**config.mk**
```make
export PLATFORM = sky130hd
export DESIGN_NAME = auto_exposure_ladder_unit
export DESIGN_NICKNAME = d
export VERILOG_FILES = /design/src/rtl/core/aelu_pkg.sv /design/src/rtl/core/aelu_accum.sv /design/src/rtl/core/aelu_ladder.sv /design/src/rtl/core/auto_exposure_ladder_unit.sv
export SDC_FILE = /design/constraint.sdc
export NUM_CORES = 1
export LEC_CHECK = 0
export BUFFER_PORTS_ARGS = -buffer_cell sky130_fd_sc_hd__clkbuf_2
export CAP_MARGIN = 20
export CORE_MARGIN = 2
export CORE_UTILIZATION = 60
export DETAILED_ROUTE_END_ITERATION = 7
export PLACE_DENSITY = 0.88
export SLEW_MARGIN = 20
export SYNTH_ARGS = -nofsm -noshare
export SYNTH_HDL_FRONTEND = slang
export SYNTH_SLANG_ARGS = --single-unit
```
**constraint.sdc**
```tcl
create_clock -name clk -period 9 [get_ports clk]
set_clock_uncertainty 0.1 [all_clocks]
set_input_delay 0.9 -clock clk [delete_from_list [all_inputs] [get_ports clk]]
set_output_delay 0.9 -clock clk [all_outputs]
set_load 0.02 [all_outputs]
```
**src/rtl/core/aelu_pkg.sv**
```systemverilog
// Package for the auto exposure ladder unit: ladder thresholds and values,
// configuration register indexes, and the ladder lookup function.
// Used by aelu_accum, aelu_ladder and auto_exposure_ladder_unit; depends on nothing.
package aelu_pkg;

    localparam int CHAN_W = 8;
    localparam int EXP_W  = 7;
    localparam int TGT_W  = 9;
    localparam int BAND_W = 8;
    localparam int CFG_IDX_W = 8;

    // configuration register indexes
    localparam logic [CFG_IDX_W-1:0] CFG_TARGET = 8'd0;
    localparam logic [CFG_IDX_W-1:0] CFG_BAND   = 8'd1;

    localparam logic [BAND_W-1:0] BAND_RESET = 8'd100;
    localparam logic [EXP_W-1:0]  EXP_RESET  = 7'd1;

    // band edges of the ladder
    localparam logic [EXP_W-1:0] EDGE_5  = 7'd5;
    localparam logic [EXP_W-1:0] EDGE_10 = 7'd10;
    localparam logic [EXP_W-1:0] EDGE_20 = 7'd20;
    localparam logic [EXP_W-1:0] EDGE_30 = 7'd30;
    localparam logic [EXP_W-1:0] EDGE_60 = 7'd60;

    // ladder step values
    localparam logic [EXP_W-1:0] EXP_1   = 7'd1;
    localparam logic [EXP_W-1:0] EXP_5   = 7'd5;
    localparam logic [EXP_W-1:0] EXP_10  = 7'd10;
    localparam logic [EXP_W-1:0] EXP_20  = 7'd20;
    localparam logic [EXP_W-1:0] EXP_25  = 7'd25;
    localparam logic [EXP_W-1:0] EXP_30  = 7'd30;
    localparam logic [EXP_W-1:0] EXP_50  = 7'd50;
    localparam logic [EXP_W-1:0] EXP_100 = 7'd100;

    typedef struct packed {
        logic [EXP_W-1:0] down;
        logic [EXP_W-1:0] up;
        logic             top;
    } ladder_t;

    function automatic ladder_t ladder_lookup(input logic [EXP_W-1:0] e);
        ladder_t r;
        r.top = 1'b0;
        r.up  = e;
        priority if (e < EDGE_5)
        begin
            r.down = EXP_1;
            r.up   = EXP_5;
        end
        else if (e < EDGE_10)
        begin
            r.down = EXP_1;
            r.up   = EXP_10;
        end
        else if (e < EDGE_20)
        begin
            r.down = EXP_5;
            r.up   = EXP_25;
        end
        else if (e < EDGE_30)
        begin
            r.down = EXP_10;
            r.up   = EXP_50;
        end
        else if (e < EDGE_60)
        begin
            r.down = EXP_20;
            r.up   = EXP_100;
        end
        else
        begin
            // top band: no step up
            r.down = EXP_30;
            r.top  = 1'b1;
        end
        return r;
    endfunction

endpackage

```
**src/rtl/core/aelu_accum.sv**
```systemverilog
// Brightness accumulator: per-frame max of the three channel means, window
// frame counter and running sum; registers the sum of a closing window.
// Depends on aelu_pkg.
module aelu_accum
    import aelu_pkg::*;
#(
    parameter int WINDOW_FRAMES = 20
)
(
    input  logic                 clk,
    input  logic                 rst_n,
    input  logic                 load,
    input  logic [CHAN_W-1:0]    chan0_mean,
    input  logic [CHAN_W-1:0]    chan1_mean,
    input  logic [CHAN_W-1:0]    chan2_mean,
    output logic [$clog2(255*WINDOW_FRAMES+1)-1:0] win_sum,
    output logic                 win_closed
);

    localparam int SUM_W = $clog2(255*WINDOW_FRAMES+1);
    localparam int CNT_W = (WINDOW_FRAMES > 1) ? $clog2(WINDOW_FRAMES) : 1;
    localparam logic [CNT_W-1:0] CNT_LAST = CNT_W'(WINDOW_FRAMES-1);

    logic [CNT_W-1:0]  count_reg, count_next;
    logic [SUM_W-1:0]  sum_reg, sum_next;
    logic [SUM_W-1:0]  sum_total;
    logic [SUM_W-1:0]  win_sum_reg;
    logic              win_closed_reg;
    logic [CHAN_W-1:0] max01, level;
    logic              last;

    always_comb
    begin
        max01     = (chan1_mean > chan0_mean) ? chan1_mean : chan0_mean;
        level     = (chan2_mean > max01) ? chan2_mean : max01;
        sum_total = sum_reg + SUM_W'(level);
        last      = (count_reg == CNT_LAST);
        count_next = last ? '0 : count_reg + CNT_W'(1);
        sum_next   = last ? '0 : sum_total;
    end

    always_ff @(posedge clk or negedge rst_n)
    begin
        if (!rst_n)
        begin
            count_reg      <= '0;
            sum_reg        <= '0;
            win_closed_reg <= 1'b0;
        end
        else if (load)
        begin
            count_reg      <= count_next;
            sum_reg        <= sum_next;
            win_closed_reg <= last;
        end
    end

    always_ff @(posedge clk)
    begin
        if (load)
        begin
            win_sum_reg <= sum_total;
        end
    end

    assign win_sum    = win_sum_reg;
    assign win_closed = win_closed_reg;

endmodule

```
**src/rtl/core/aelu_ladder.sv**
```systemverilog
// Window mean by reciprocal multiply, deadband compare and exposure ladder
// step; holds exposure and last mean, which double as the result register.
// Depends on aelu_pkg.
module aelu_ladder
    import aelu_pkg::*;
#(
    parameter int WINDOW_FRAMES = 20
)
(
    input  logic                 clk,
    input  logic                 rst_n,
    input  logic                 load,
    input  logic [$clog2(255*WINDOW_FRAMES+1)-1:0] win_sum,
    input  logic                 win_closed,
    input  logic [TGT_W-1:0]     brightness_target,
    input  logic [BAND_W-1:0]    band_half_width,
    output logic [EXP_W-1:0]     exposure_setting,
    output logic                 exposure_written,
    output logic                 window_complete,
    output logic [CHAN_W-1:0]    mean_level
);

    localparam int SUM_W   = $clog2(255*WINDOW_FRAMES+1);
    localparam int SHIFT   = SUM_W + $clog2(WINDOW_FRAMES);
    localparam int RECIP_W = SHIFT + 1;
    localparam int PROD_W  = SUM_W + RECIP_W;
    // ceil(2^SHIFT / W): exact floor division for every SUM_W-bit sum
    localparam logic [63:0] RECIP_FULL =
        ((64'd1 << SHIFT) + 64'(WINDOW_FRAMES) - 64'd1) / 64'(WINDOW_FRAMES);
    localparam logic [RECIP_W-1:0] RECIP = RECIP_FULL[RECIP_W-1:0];
    localparam int DIFF_W = 11;

    logic [EXP_W-1:0]  exposure_reg, exposure_next;
    logic [CHAN_W-1:0] last_mean_reg, last_mean_next;
    logic              written_reg, written_next;
    logic              complete_reg;

    logic [PROD_W-1:0]        prod;
    logic [CHAN_W-1:0]        mean;
    logic signed [DIFF_W-1:0] diff, band_s;
    logic                     bright, dark, step_up;
    ladder_t                  lad;

    always_comb
    begin
        prod    = PROD_W'(win_sum) * PROD_W'(RECIP);
        mean    = prod[SHIFT +: CHAN_W];
        diff    = $signed({3'b000, mean})
                - $signed({{(DIFF_W-TGT_W){brightness_target[TGT_W-1]}}, brightness_target});
        band_s  = $signed({3'b000, band_half_width});
        bright  = diff > band_s;
        dark    = diff < -band_s;
        lad     = ladder_lookup(exposure_reg);
        step_up = dark && !lad.top;
        written_next   = win_closed && (bright || step_up);
        last_mean_next = win_closed ? mean : last_mean_reg;
        exposure_next  = exposure_reg;
        if (win_closed && bright)
        begin
            exposure_next = lad.down;
        end
        else if (win_closed && step_up)
        begin
            exposure_next = lad.up;
        end
    end

    always_ff @(posedge clk or negedge rst_n)
    begin
        if (!rst_n)
        begin
            exposure_reg  <= EXP_RESET;
            last_mean_reg <= '0;
            written_reg   <= 1'b0;
            complete_reg  <= 1'b0;
        end
        else if (load)
        begin
            exposure_reg  <= exposure_next;
            last_mean_reg <= last_mean_next;
            written_reg   <= written_next;
            complete_reg  <= win_closed;
        end
    end

    assign exposure_setting = exposure_reg;
    assign exposure_written = written_reg;
    assign window_complete  = complete_reg;
    assign mean_level       = last_mean_reg;

endmodule

```
**src/rtl/core/auto_exposure_ladder_unit.sv**
```systemverilog
// Auto exposure ladder unit, top level: stream ports, configuration
// registers, input register and stage handshake.
// Depends on aelu_pkg, aelu_accum, aelu_ladder.
//
// Channel   Dir  Payload
// s_axis    in   tdata: chan0_mean, chan1_mean, chan2_mean
// m_axis    out  tdata: exposure_setting, mean_level; tuser: exposure_written;
//                tlast: window_complete
// cfg       in   cfg_index (0 brightness_target, 1 band_half_width), cfg_data
//
// One word per cycle sustained while m_axis_tready holds; three register
// stages (input, window sum, result).
// Stages advance into any empty slot, so a waiting result does not stop
// accepted words behind it until all three stages are full.
// Reset clears the pipeline, the window, exposure to 1 and the mean to 0.
module auto_exposure_ladder_unit
    import aelu_pkg::*;
#(
    parameter int WINDOW_FRAMES = 20
)
(
    input  logic                 clk,
    input  logic                 rst_n,
    input  logic                 s_axis_tvalid,
    output logic                 s_axis_tready,
    input  logic [23:0]          s_axis_tdata,   // chan0_mean, chan1_mean, chan2_mean
    output logic                 m_axis_tvalid,
    input  logic                 m_axis_tready,
    output logic [15:0]          m_axis_tdata,   // exposure_setting, mean_level, zero pad
    output logic                 m_axis_tuser,   // exposure_written
    output logic                 m_axis_tlast,   // window_complete
    input  logic                 cfg_valid,
    output logic                 cfg_ready,
    input  logic [CFG_IDX_W-1:0] cfg_index,
    input  logic [TGT_W-1:0]     cfg_data
);

    localparam int SUM_W = $clog2(255*WINDOW_FRAMES+1);

    logic [TGT_W-1:0]  target_reg;
    logic [BAND_W-1:0] band_reg;

    logic              v0_reg, v1_reg, v2_reg;
    logic              r1, r2;
    logic              load1, load2;
    logic [CHAN_W-1:0] c0_reg, c1_reg, c2_reg;

    logic [SUM_W-1:0]  win_sum;
    logic              win_closed;
    logic [EXP_W-1:0]  exposure_setting;
    logic              exposure_written;
    logic              window_complete;
    logic [CHAN_W-1:0] mean_level;

    assign cfg_ready = 1'b1;

    always_ff @(posedge clk or negedge rst_n)
    begin
        if (!rst_n)
        begin
            target_reg <= '0;
            band_reg   <= BAND_RESET;
        end
        else if (cfg_valid)
        begin
            unique case (cfg_index)
                CFG_TARGET: target_reg <= cfg_data;
                CFG_BAND:   band_reg   <= cfg_data[BAND_W-1:0];
                default:    ;
            endcase
        end
    end

    // each stage takes a word when it is empty or its word moves on
    assign r2            = !v2_reg || m_axis_tready;
    assign r1            = !v1_reg || r2;
    assign s_axis_tready = !v0_reg || r1;
    assign load1         = v0_reg && r1;
    assign load2         = v1_reg && r2;

    always_ff @(posedge clk or negedge rst_n)
    begin
        if (!rst_n)
        begin
            v0_reg <= 1'b0;
            v1_reg <= 1'b0;
            v2_reg <= 1'b0;
        end
        else
        begin
            if (s_axis_tready)
            begin
                v0_reg <= s_axis_tvalid;
            end
            if (r1)
            begin
                v1_reg <= v0_reg;
            end
            if (r2)
            begin
                v2_reg <= v1_reg;
            end
        end
    end

    always_ff @(posedge clk)
    begin
        if (s_axis_tvalid && s_axis_tready)
        begin
            c0_reg <= s_axis_tdata[7:0];
            c1_reg <= s_axis_tdata[15:8];
            c2_reg <= s_axis_tdata[23:16];
        end
    end

    aelu_accum #(
        .WINDOW_FRAMES (WINDOW_FRAMES)
    ) u_accum (
        .clk        (clk),
        .rst_n      (rst_n),
        .load       (load1),
        .chan0_mean (c0_reg),
        .chan1_mean (c1_reg),
        .chan2_mean (c2_reg),
        .win_sum    (win_sum),
        .win_closed (win_closed)
    );

    aelu_ladder #(
        .WINDOW_FRAMES (WINDOW_FRAMES)
    ) u_ladder (
        .clk               (clk),
        .rst_n             (rst_n),
        .load              (load2),
        .win_sum           (win_sum),
        .win_closed        (win_closed),
        .brightness_target (target_reg),
        .band_half_width   (band_reg),
        .exposure_setting  (exposure_setting),
        .exposure_written  (exposure_written),
        .window_complete   (window_complete),
        .mean_level        (mean_level)
    );

    assign m_axis_tvalid = v2_reg;
    assign m_axis_tdata  = {1'b0, mean_level, exposure_setting};
    assign m_axis_tuser  = exposure_written;
    assign m_axis_tlast  = window_complete;

endmodule

```
-- After elaboration in Yosys (flattened, before gate mapping)
Index checks and enable logic that the tools add are counted.
- output and inout port bits: 21
- flip-flop bits (word level): 93
- input port bits: 46
- word-level logic and storage cells: 71
- $mul: 1
- $lt $le $gt $ge: 9
- equal/unequal tests: 2
- multiplexer cells: 17
- add/subtract/negate cells: 4
- reduce and logical (&&, ||, !) cells: 22
- operators with widths (kind ; count):
    14-bit 2-to-1 mux ; 4
    13-bit by 12-bit multiplier with 24-bit output, second input constant ; 1
    7-bit 2-to-1 mux ; 3
    8-bit greater-than comparator ; 2
    8-bit 2-to-1 mux ; 2
    7-bit by 5-bit < comparator with 1-bit output, second input constant ; 2
    13-bit by 8-bit adder with 13-bit output ; 1
    13-bit 2-to-1 mux ; 1
    11-bit by 9-bit greater-than comparator with 1-bit output ; 1
    11-bit < comparator ; 1
    8-bit negator with 11-bit output ; 1
    9-bit by 9-bit subtractor with 10-bit output ; 1
    8-bit by 1-bit equality test with 1-bit output, second input constant ; 1
    8-bit logical NOT ; 1
    1-bit logical AND ; 7
    7-bit by 3-bit < comparator with 1-bit output, second input constant ; 1
    7-bit by 4-bit < comparator with 1-bit output, second input constant ; 1
    7-bit by 6-bit < comparator with 1-bit output, second input constant ; 1
    2-bit AND reduction ; 3
    6-bit nonzero test ; 1
    5-bit by 1-bit adder with 5-bit output, second input constant ; 1
    5-bit equality test, second input constant ; 1
    1-bit 2-to-1 mux ; 5
    5-bit 2-to-1 mux ; 1
    other kinds (5) ; 11

-- Longest topological paths before layout
- word-level depth: 11
- gate-level depth with buffers: 32

-- By module
From an unflattened synthesis, not the netlist that was laid out.
- cell total of the unflattened synthesis: 798
- area total of the unflattened synthesis: 8464.4 um2
- by module, submodules not included (module ; area each (um2) ; times used ; cells each):
    aelu_ladder ; 4450.5 ; 1 ; 473
    aelu_accum ; 2406.1 ; 1 ; 246
    auto_exposure_ladder_unit ; 1607.8 ; 1 ; 79

-- Worst setup path before layout
No wires, ideal clock.
- kind: register to register
- start point: reg u_accum.win_sum_reg[3] (netlist: u_accum.win_sum[3])
- end point: reg u_ladder.exposure_reg[4] (netlist: u_ladder.exposure_setting[4])
- path slack: 1.677 ns
- data arrival time: 7.095 ns
- cell stages (with the launch flop): 33
- required time: 8.772 ns
- cell sequence: edfxtp_1 ha_1 inv_1 fa_1 inv_1 fa_1 inv_1 fa_1 fa_1 inv_1 ha_1 a21o_1 a21o_1 nor2_1 o21ai_1 a31oi_1 xnor2_1 ha_1 o21a_1 o31a_1 o31ai_2 nand2b_1 a21oi_1 xnor2_1 ha_1 nand4_1 or2_1 o211ai_1 o211a_1 or4b_4 buf_6 mux2i_1 mux2_1
- cells in the longest elaborated chain, start to end: 7
- elaborated cells between the ends (all ways): 11
- ends and longest elaborated chain (element ; line ; text):
    start, declared ; aelu_accum.sv:27 ; logic [SUM_W-1:0] win_sum_reg;
    start signal, assigned ; aelu_accum.sv:62 ; win_sum_reg <= sum_total;
    13-bit by 12-bit multiplier with 24-bit output * ; aelu_ladder.sv:46 ; prod = PROD_W'(win_sum) * PROD_W'(RECIP);
    net u_ladder.mean[2] ; aelu_ladder.sv:39 ; logic [CHAN_W-1:0] mean;
    9-bit by 9-bit subtractor with 10-bit output * ; aelu_ladder.sv:49 ; - $signed({{(DIFF_W-TGT_W){brightness_target[TGT_W-1]}}, brightness_target});
    11-bit < comparator ; aelu_ladder.sv:52 ; dark = diff < -band_s;
    1-bit logical AND ; aelu_ladder.sv:54 ; step_up = dark && !lad.top;
    1-bit logical AND ; aelu_ladder.sv:62 ; else if (win_closed && step_up)
    2-bit nonzero test (no source line) ; n/a ;
    3-bit AND reduction (no source line) ; n/a ;
    end signal, assigned ; aelu_ladder.sv:79 ; exposure_reg <= exposure_next;
    end, declared ; aelu_ladder.sv:33 ; logic [EXP_W-1:0] exposure_reg, exposure_next;
The timed path passes the listed nets; every way through them passes the cells marked *.
A chain may end at the register's enable or synchronous reset.

-- Worst setup path after layout
- start point: reg u_accum.win_sum_reg[4] (netlist: u_accum.win_sum[4])
- end point: reg u_ladder.exposure_reg[3] (netlist: u_ladder.exposure_setting[3])
The elaborated chain is that of the path after synthesis.

==> impl_metrics.ini <==
[synthesis]
syn_nets = 1031
ys_types = 66
synth.area.top_cells = ha_1, dfrtp_1, edfxtp_1
synth-seq-cells = 93
synth_edf_count = 37
synth_top_cell_by_area = ha_1
yosysWarnings = 0
synth_seq_area_share_pct = 30.84
syn_avg_cell_area_um2 = 10.18
async_flop_share_pct = 60.22
syn_inst = 802
yosysTopAreaCellShare_pct = 21.30
syn_area_um2 = 8164
ys.flop_type = dfrtp_1

[grt]
grt_use_total_pct = 23.36
grt_pass1_vias = 6004
grt_pass1_wl_um = 27180
grt_max_degree = 57
antenna_found_initial = 0
grt.overflow.total = 0

[timing]
setup_viol = 0
tightest_slew_ps = 999.3
fin_crit_ps = 7991
slew_viol_final = 0
relSlewSlack_pct = 33.38
tns_ps = 0
hold_violations = 0
max_freq_mhz = 125.1
rsz0062_at_grt = no
fin_crit_sh_pct = 88.79

[clock_tree]
cts-resized-gates = 0
ctsHoldBuffers = 0
cts_tree = yes
post_cts_buffers = 0
root_buffer = clkbuf_16
clock_path_buffers = 2
htreeDepth = 3
numClockSinks = 93
clkLatencyLatePin_ps = 350
clk_pin_slew_ps = 70
cts_made_buffers = 9

[floorplanning]
io_pins = 67
dieArea_um2 = 14560
die_h_um = 120.7
core_area_um2 = 13240
die_w_um = 120.7
num_rows = 42
initial_core_util_pct = 61.65

[routing]
wl_per_cell_um = 14.92
wirelength_um = 15720
drtIter0Drc = 247
ant_nets = 0
drc = 0
dr_total_vias = 5908
dr.pass1.iters = 5
vias_per_cell = 5.605

[final_layout]
final_layout_size_suffix_gt1_share_pct = 11.85
final_cell_mix = inv_1, ha_1, clkbuf_2
fin_nets = 1102
seq_area_um2 = 2517
area_growth_syn_to_layout_pct = 9.716
layout_commonest_cell = inv_1
fillers = 947
n_antenna_cell = 0
multi_input_area_um2 = 5054

[min_path]
hold_class = reg -> reg
hold_start = u_accum.sum_reg[2]
hold_end = u_accum.sum_reg[2]
holdPathStages = 2

[setup_path]
cpPeakStageDelay_ps = 560
r2r_setup_slack_ps = 1010
cp_max_fo = 8
r2r-start = u_accum.win_sum[4]
crit_type = reg -> reg
timing.rr.end = u_ladder.exposure_setting[3]
critPathRequiredTime_ps = 9140
critPathCaptureType = flip-flop
r2r_cells = 31
arrival_ps = 8130
cp-start-kind = flip-flop
cpMaxStageDelayCell = fa_1

[placed_design]
dp_hpwl_um = 12600
port_buffers = 64
place.gp.congestion = 0.9737

[run]
drv_cap = 0

[run_status]
status = finished clean
-- cells by family after synthesis --
group / count (synthesis) / synth area share, %
XOR/XNOR: 34 / 3.647
AND/OR/NAND/NOR: 168 / 10.24
flip-flops: 93 / 30.84
multiplexers: 43 / 5.624
adder cells (fa/ha/maj): 183 / 32.09
other: 2 / 0.09199
AO/OA/AOI/OAI: 125 / 10.21
buffers and inverters: 154 / 7.264
-- stage by stage --
step | util, % | setup WS [ps] | std cells | hold WS, ps | area (µm²)
3_3_place_gp | 65.56 | 1351 | 1038 | 359.8 | 8682
2_1_floorplan | - | 1677 | 802 | 345.3 | 8164
4_1_cts | 67.64 | 1028 | 1054 | 385.2 | 8957
3_5_place_dp | 65.56 | 1086 | 1038 | 370.3 | 8682
5_1_grt | 67.64 | 545.7 | 1054 | 400.9 | 8957
6_report | 67.64 | 1009 | 1054 | 381.4 | 8957
-- synth_stat cells (3+ instances only) --
| cell type | count |
|---|---|
| inv_1 | 147 |
| ha_1 | 139 |
| nand2_1 | 57 |
| dfrtp_1 | 52 |
| fa_1 | 44 |
| edfxtp_1 | 37 |
| nor2_1 | 33 |
| a21oi_1 | 24 |
| xnor2_1 | 24 |
| mux2i_1 | 20 |
| o21ai_1 | 18 |
| mux2_1 | 17 |
| a21o_1 | 16 |
| nand3_1 | 16 |
| o21ai_0 | 15 |
| xor2_1 | 10 |
| nand2b_1 | 9 |
| o21a_1 | 9 |
| nor3_1 | 8 |
| a22o_1 | 7 |
| nand4_1 | 7 |
| o211ai_1 | 7 |
| and2_1 | 6 |
| mux2_2 | 6 |
| and3_1 | 5 |
| nor2b_1 | 5 |
| a31oi_1 | 4 |
| dfstp_2 | 4 |
| nor4_1 | 4 |
| or3_1 | 4 |
| a211oi_1 | 3 |
| clkbuf_1 | 3 |
| o31ai_1 | 3 |
-- how the worst max path moves through the flow --
stage | to | from | slack [ps]
global placement | u_ladder.exposure_setting[3] | u_accum.win_sum[3] | 1350
floorplan | u_ladder.exposure_setting[4] | u_accum.win_sum[3] | 1680
CTS | u_ladder.exposure_setting[3] | u_accum.win_sum[4] | 1030
finish | u_ladder.exposure_setting[3] | u_accum.win_sum[4] | 1010
global route | u_ladder.exposure_setting[3] | u_accum.win_sum[4] | 550
detailed placement | u_ladder.exposure_setting[3] | u_accum.win_sum[1] | 1090
-- final cells by class --
| cell class | instances | share of cell area (%) |
|---|---|---|
| Multi-Input combinational cell | 555 | 56.42 |
| Clock inverter | 6 | 0.5168 |
| Clock buffer | 10 | 2.556 |
| Tap cell | 176 | 2.458 |
| Sequential cell | 93 | 28.10 |
| Inverter | 148 | 6.202 |
| Timing Repair Buffer | 66 | 3.744 |
-- critical path, delay by kind of cell (launching register included) --
kind	cells	cell delay, ps
compound gates	10	1990
xor+xnor	2	290
fa+ha+maj	8	3440
buf+inv	4	230
flops	1	470
mux	1	370
simple gates	6	970
-- routing by layer --
layer / vias up / track usage, % / share of wire, %
met4: 0 / 8.866 / 2.2
met3: 30 / 4.057 / 4.1
li1: 2879 / - / -
met2: 136 / 39.94 / 50
met5: - / 0 / 0
met1: 2863 / 29.67 / 44
Power is not shown: default switching activity piles up to over one toggle a cycle in this logic, so the estimate is an artifact.
